File: config.mk
export PLATFORM = sky130hd
export DESIGN_NAME = rational_arithmetic_unit_top
export DESIGN_NICKNAME = d
export VERILOG_FILES = /design/src/design/rau_pkg.sv /design/src/design/rational_arithmetic_unit_top.sv
export SDC_FILE = /design/constraint.sdc
export NUM_CORES = 2
export LEC_CHECK = 0
export ABC_AREA = 1
export BUFFER_PORTS_ARGS = -buffer_cell sky130_fd_sc_hd__buf_2
export CAP_MARGIN = 20
export CORE_ASPECT_RATIO = 0.75
export CORE_UTILIZATION = 56
export CTS_CLUSTER_SIZE = 10
export DETAILED_ROUTE_END_ITERATION = 10
export GPL_ROUTABILITY_DRIVEN = 0
export PLACE_DENSITY = 0.73
export REMOVE_ABC_BUFFERS = 1
export SETUP_SLACK_MARGIN = 0.02
export SLEW_MARGIN = 20
export SYNTH_ARGS = -nofsm -noshare
export SYNTH_HDL_FRONTEND = slang
export SYNTH_SLANG_ARGS = --single-unit
export TNS_END_PERCENT = 1
File: constraint.sdc
create_clock -name clk -period 45.5 [get_ports clk]
set_input_delay 2.275 -clock clk [delete_from_list [all_inputs] [get_ports clk]]
set_output_delay 2.275 -clock clk [all_outputs]
set_load 0.02 [all_outputs]
File: src/design/rau_pkg.sv
// Package with the command codes, order codes, sequencer states and widths of the rational arithmetic unit.
package rau_pkg;
  typedef enum logic [2:0] {
    CMD_ADD = 3'd0,
    CMD_SUB = 3'd1,
    CMD_MUL = 3'd2,
    CMD_DIV = 3'd3,
    CMD_CMP = 3'd4
  } cmd_t;

  typedef enum logic [1:0] {
    ORD_LESS    = 2'd0,
    ORD_EQUAL   = 2'd1,
    ORD_GREATER = 2'd2
  } order_t;

  typedef enum logic [3:0] {
    S_IDLE,
    S_MUL1,
    S_MUL2,
    S_SUM,
    S_GCD,
    S_DIVN,
    S_DIVD,
    S_DONE
  } state_t;

  localparam int NUM_W = 33;
  localparam int DEN_W = 31;
endpackage

File: src/design/rational_arithmetic_unit_top.sv
// Top level of the rational arithmetic unit: cross products, GCD reduction, sign handling.
// W = 2*OPERAND_BITS+1 is the magnitude width. One shared multiplier forms the three products
// in the states S_MUL1, S_MUL2 and S_SUM. A binary GCD then runs on the magnitudes, and a
// shift-subtract divider, one quotient bit per cycle, makes the two exact divisions by the
// GCD, each giving a W-bit quotient. Errors and unused commands go from S_MUL1 straight to
// S_DONE, and a zero result from S_SUM to S_DONE. The result sits in its own output
// register, so the next item can be accepted while a result waits. Only a finished result
// that finds that register still full holds the sequencer. A new item can be accepted in
// the cycle after a result moves into the output register.
module rational_arithmetic_unit_top
  import rau_pkg::*;
#(
  parameter int OPERAND_BITS = 16
) (
  input  logic                    clk,
  input  logic                    rst,
  input  logic                    in_valid,
  output logic                    in_ready,
  input  logic [2:0]              command,
  input  logic signed [15:0]      a_num,
  input  logic signed [15:0]      a_den,
  input  logic signed [15:0]      b_num,
  input  logic signed [15:0]      b_den,
  output logic                    out_valid,
  input  logic                    out_ready,
  output logic signed [NUM_W-1:0] result_num,
  output logic [DEN_W-1:0]        result_den,
  output logic [1:0]              order,
  output logic                    error
);
  localparam int OB = OPERAND_BITS;
  localparam int PW = 2 * OB;
  localparam int MW = PW + 1;
  localparam int CW = $clog2(MW + 1) + 1;
  localparam int IW = (OB > 16) ? OB : 16;

  state_t state, state_next;

  logic [2:0]         cmd;
  logic signed [OB-1:0] an, ad, bn, bd;
  logic signed [PW-1:0] prod;
  logic signed [PW-1:0] p1, p2;
  logic               neg, neg_next;
  logic [MW-1:0]      mn, md, u, v, q, rem, g;
  logic [MW-1:0]      mn_next, md_next, u_next, v_next, q_next, rem_next, g_next;
  logic [CW-1:0]      cnt, cnt_next, sh, sh_next;
  logic signed [OB-1:0] ma, mb;
  logic [MW:0]        trial;
  logic [MW-1:0]      dividend, rem_sh;
  logic signed [PW:0] nsum, dsum;
  logic [MW-1:0]      diff;

  logic signed [NUM_W-1:0] rnum, rnum_next;
  logic [DEN_W-1:0]   rden, rden_next;
  logic [1:0]         rord, rord_next;
  logic               rerr, rerr_next;
  logic               ovalid, ovalid_next;
  logic [MW-1:0]      res_num_mag, res_num_mag_next;

  logic signed [NUM_W-1:0] onum;
  logic [DEN_W-1:0]   oden;
  logic [1:0]         oord;
  logic               oerr;

  logic signed [IW-1:0] a_num_w, a_den_w, b_num_w, b_den_w;
  assign a_num_w = IW'($unsigned(a_num));
  assign a_den_w = IW'($unsigned(a_den));
  assign b_num_w = IW'($unsigned(b_num));
  assign b_den_w = IW'($unsigned(b_den));

  assign in_ready   = (state == S_IDLE);
  assign out_valid  = ovalid;
  assign result_num = onum;
  assign result_den = oden;
  assign order      = oord;
  assign error      = oerr;

  always_comb begin
    case (state)
      S_MUL1: begin
        ma = an;
        mb = (cmd == CMD_MUL) ? bn : bd;
      end
      S_MUL2: begin
        ma = ad;
        mb = (cmd == CMD_DIV) ? bn : bd;
      end
      default: begin
        ma = bn;
        mb = ad;
      end
    endcase
  end
  assign prod = PW'(ma * mb);

  assign nsum = (cmd == CMD_ADD) ? ((PW+1)'(p1) + (PW+1)'(prod))
                                 : ((PW+1)'(p1) - (PW+1)'(prod));
  assign diff = (u > v) ? (u - v) : (v - u);
  assign dividend = (state == S_DIVN) ? mn : md;
  assign rem_sh = {rem[MW-2:0], dividend[MW-1 - cnt[CW-2:0]]};
  assign trial = {1'b0, rem_sh} - {1'b0, g};

  always_ff @(posedge clk) begin
    if (rst) begin
      state  <= S_IDLE;
      ovalid <= 1'b0;
    end else begin
      state  <= state_next;
      ovalid <= ovalid_next;
    end
    if (state == S_IDLE && in_valid && in_ready) begin
      cmd <= command;
      an  <= a_num_w[OB-1:0];
      ad  <= a_den_w[OB-1:0];
      bn  <= b_num_w[OB-1:0];
      bd  <= b_den_w[OB-1:0];
    end
    if (state == S_MUL1) p1 <= prod;
    if (state == S_MUL2) p2 <= prod;
    if (state == S_DONE && (!ovalid || out_ready)) begin
      onum <= rnum;
      oden <= rden;
      oord <= rord;
      oerr <= rerr;
    end
    neg <= neg_next;
    mn <= mn_next; md <= md_next; u <= u_next; v <= v_next;
    q <= q_next; rem <= rem_next; g <= g_next;
    cnt <= cnt_next; sh <= sh_next;
    rnum <= rnum_next; rden <= rden_next; rord <= rord_next; rerr <= rerr_next;
    res_num_mag <= res_num_mag_next;
  end

  always_comb begin
    state_next = state;
    ovalid_next = ovalid;
    neg_next = neg;
    mn_next = mn; md_next = md; u_next = u; v_next = v;
    q_next = q; rem_next = rem; g_next = g;
    cnt_next = cnt; sh_next = sh;
    rnum_next = rnum; rden_next = rden; rord_next = rord; rerr_next = rerr;
    res_num_mag_next = res_num_mag;
    dsum = '0;
    if (ovalid && out_ready) ovalid_next = 1'b0;
    case (state)
      S_IDLE: begin
        if (in_valid && in_ready) state_next = S_MUL1;
      end
      S_MUL1: begin
        rnum_next = '0; rden_next = '0; rord_next = ORD_LESS; rerr_next = 1'b0;
        if (cmd > CMD_CMP) begin
          state_next = S_DONE;
        end else if (ad == '0 || bd == '0 || (cmd == CMD_DIV && bn == '0)) begin
          rerr_next = 1'b1;
          state_next = S_DONE;
        end else begin
          state_next = S_MUL2;
        end
      end
      S_MUL2: begin
        state_next = S_SUM;
      end
      S_SUM: begin
        if (cmd == CMD_MUL || cmd == CMD_DIV) dsum = (PW+1)'(p1);
        else dsum = nsum;
        neg_next = (dsum < 0) != (p2 < 0);
        mn_next = (dsum < 0) ? MW'(-dsum) : MW'(dsum);
        md_next = (p2 < 0) ? MW'(-(PW+1)'(p2)) : MW'((PW+1)'(p2));
        u_next = mn_next;
        v_next = md_next;
        sh_next = '0;
        if (mn_next == '0) begin
          rnum_next = '0; rden_next = DEN_W'(1); rord_next = ORD_EQUAL;
          state_next = S_DONE;
        end else begin
          state_next = S_GCD;
        end
      end
      S_GCD: begin
        if (u == v) begin
          g_next = u << sh;
          cnt_next = '0; rem_next = '0; q_next = '0;
          state_next = S_DIVN;
        end else if (!u[0] && !v[0]) begin
          u_next = u >> 1; v_next = v >> 1; sh_next = sh + 1'b1;
        end else if (!u[0]) begin
          u_next = u >> 1;
        end else if (!v[0]) begin
          v_next = v >> 1;
        end else if (u > v) begin
          u_next = diff >> 1;
        end else begin
          v_next = diff >> 1;
        end
      end
      S_DIVN, S_DIVD: begin
        if (trial[MW]) begin
          rem_next = rem_sh;
          q_next = {q[MW-2:0], 1'b0};
        end else begin
          rem_next = trial[MW-1:0];
          q_next = {q[MW-2:0], 1'b1};
        end
        cnt_next = cnt + 1'b1;
        if (cnt == CW'(MW - 1)) begin
          cnt_next = '0;
          rem_next = '0;
          if (state == S_DIVN) begin
            res_num_mag_next = q_next;
            state_next = S_DIVD;
          end else begin
            rnum_next = neg ? NUM_W'(-{1'b0, res_num_mag}) : NUM_W'({1'b0, res_num_mag});
            rden_next = DEN_W'(q_next);
            rord_next = neg ? ORD_LESS : ORD_GREATER;
            state_next = S_DONE;
          end
        end
      end
      S_DONE: begin
        if (!ovalid || out_ready) begin
          ovalid_next = 1'b1;
          state_next = S_IDLE;
        end
      end
      default: state_next = S_IDLE;
    endcase
  end
endmodule

==> results.cfg <==
[detailed_routing]
ant_nets = 0
wire_per_inst_um = 19.9
vias_per_cell = 5.80
drc = 0
vias = 38235
drt_wl_total_um = 131000
drtIter0Drc = 5832
dr.pass1.iters = 7

[grt]
grtUsageMet2 = 0.417
grt_usage = 0.328
overflow = 0
antenna_found_initial = 3
grt_max_degree = 77
grt_pass1_vias = 35074
grt_busiest_layer = met1
grt_use_met1 = 0.514
grt_use_met3 = 0.137
grt_pass1_wl_um = 204000

[die]
die_h_um = 246
die_w_um = 327
fp.coreArea_mm2 = 0.0786
dieArea_mm2 = 0.0805
start_util = 0.565
num_rows = 89
boundaryPins = 140

[sta]
skew_ps = 35.5
slew_violations = 0
rsz0062_at_grt = no
hold_violations = 0
finalCritPeriodShare = 0.332
fmax_ghz = 0.0661
max-slew-margin-rel = 0.243
fin_crit_ps = 15130
tightest_slew_ps = 1120
finalSetupViolCount = 0
setup_tns_ps = 0

[logic_synthesis]
synth_compound_gate_area_share = 0.115
synth.distinct_cells = 63
netlist_area_mm2 = 0.0445
yosysSeqAreaShare = 0.368
synth_top_family_by_area = simple AND/OR/NAND/NOR gates
synth_adder_area_share = 0.182
synth_area_leader_cell = edfxtp_1
synth_xor_area_frac = 0.0383
synthSimpleGateAreaFrac = 0.195
synth_area_leaders = edfxtp_1 (37%), fa_1 (12%), nand2_1 (8.9%)
yosys_warnings = 0
muxShareOfSynthArea = 0.00315
async_flop_share = 0
synth.most_common_cell = nand2_1
yosys.area.top_type_share = 0.366
synthTopCellsByCount = nand2_1 (1050), inv_1 (956), nor2_1 (631)
syn_area_per_cell_um2 = 8.18
synthFlopType = edfxtp_1
synthCells = 5436
synth_edf_count = 542
synth-seq-cells = 546

[layout]
drive_gt1_frac = 0.0631
nNetsFinal = 6087
multi_input_area_mm2 = 0.0238
syn_to_final_growth_pct = 8.04
regArea_mm2 = 0.0164
fillers = 6819

[clock_tree]
htree_levels = 2
clk_pin_slew_worst_paths_ps = 60
cts_setup_buffers = 0
clk_latency_ps = 670
cts_resized = 0
cts_tree = done
tritoncts.num_buffers = 61
cts-hold-fix-buffers = 0
cts-root-buf = clkbuf_16
clk_path_buf_depth = 3
tritoncts_num_sinks = 546

[setup_path]
crit_end = rden[9]
critPathBufInv = 13
cp-end-kind = flip-flop
rr_startpoint = state[1]
slowest_stage = nand2_2
slowest_delay_ps = 860
cp_max_fo = 66
startpoint = state[1]
r2r_slack_ps = 30370
r2r-end = rden[9]
start_kind = flip-flop
cp.required_ps = 45770
reg2regPathDepth = 53
critical_path_arrival_ps = 15400
cp.depth = 53
cpLargestDelayFamily = simple AND/OR/NAND/NOR gates
crit_type = reg2reg

[hold_path]
hp-class = reg2reg

[placed_design]
port_buffers = 139
dpl.hpwl_um = 104000

[run_status]
status = finished, final reports clean

[run]
max_cap_violations = 0
[routing by layer]
metal | up-vias | routed length [um]
li1 | 17786 | -
met1 | 17913 | 58900
met2 | 2356 | 48900
met3 | 176 | 21400
met4 | 4 | 2030
met5 | - | 28
[cells by family after synthesis]
| family | Yosys count |
|---|---|
| simple gates | 2098 |
| buf+inv | 1159 |
| compound gates | 939 |
| flops | 546 |
| fa+ha+maj | 487 |
| xor+xnor | 192 |
| mux | 14 |
| other cells | 1 |
[worst min-delay path by stage]
stage | start | to | slack, ps | cells past startpoint
after CTS | rden[16] | result_den[16] | 420 | 0
after detailed placement | q[31] | res_num_mag[32] | 400 | 0
after floorplan | rerr | error | 400 | 0
after global placement | rnum[14] | result_num[14] | 400 | 0
final | rden[16] | result_den[16] | 410 | 0
after global routing | rnum[32] | result_num[32] | 420 | 0
[cells in the final DEF (no fill, tap or decap), drive strengths merged, types with 9 or more instances in the layout]
cell / count
o2111ai: 9
nor3: 88
mux2i: 14
o22ai: 9
clkbuf: 76
buf: 188
o21a: 14
a22oi: 11
o211ai: 33
nand4: 48
xnor2: 58
edfxtp: 542
o21ai: 420
clkinv: 26
a31oi: 13
o21bai: 10
nor2: 638
ha: 221
fa: 266
inv: 979
a21oi: 367
nor4: 23
nand3b: 14
nand2: 1056
or2: 28
xor2: 134
nand3: 190
[final cells by class]
type / instances / area share
clock inverter: 6 / 0.00268
tap: 1046 / 0.0273
multi-input combinational: 3732 / 0.496
clock buffer: 76 / 0.0330
antenna: 1 / 0.0000521
timing repair buffer: 188 / 0.0226
sequential: 546 / 0.341
inverter: 1000 / 0.0782
[sequential cells by signal, indices dropped and copies added (netlist names), 2 cells and up]
signal / count
g: 33
md: 33
mn: 33
res_num_mag: 33
result_num: 33
rnum: 33
u: 33
v: 33
p1: 32
p2: 32
q: 32
rem: 32
rden: 31
result_den: 31
ad: 16
an: 16
bd: 16
bn: 16
cnt: 7
sh: 7
cmd: 3
state: 3
order: 2
rord: 2
[metrics by stage]
stage	worst slack [ps]	cells	cell area, um2	hold WS, ps	utilization
after floorplan	28820	5278	43800	400	-
final	30370	6595	48000	415	0.611
after global routing	29320	6594	48000	422	0.611
after detailed placement	30950	6511	46300	405	0.589
after CTS	30880	6593	48000	416	0.611
after global placement	30840	6511	46300	402	0.589
Power is not shown: default switching activity piles up to over one toggle a cycle in this logic, so the estimate is an artifact.
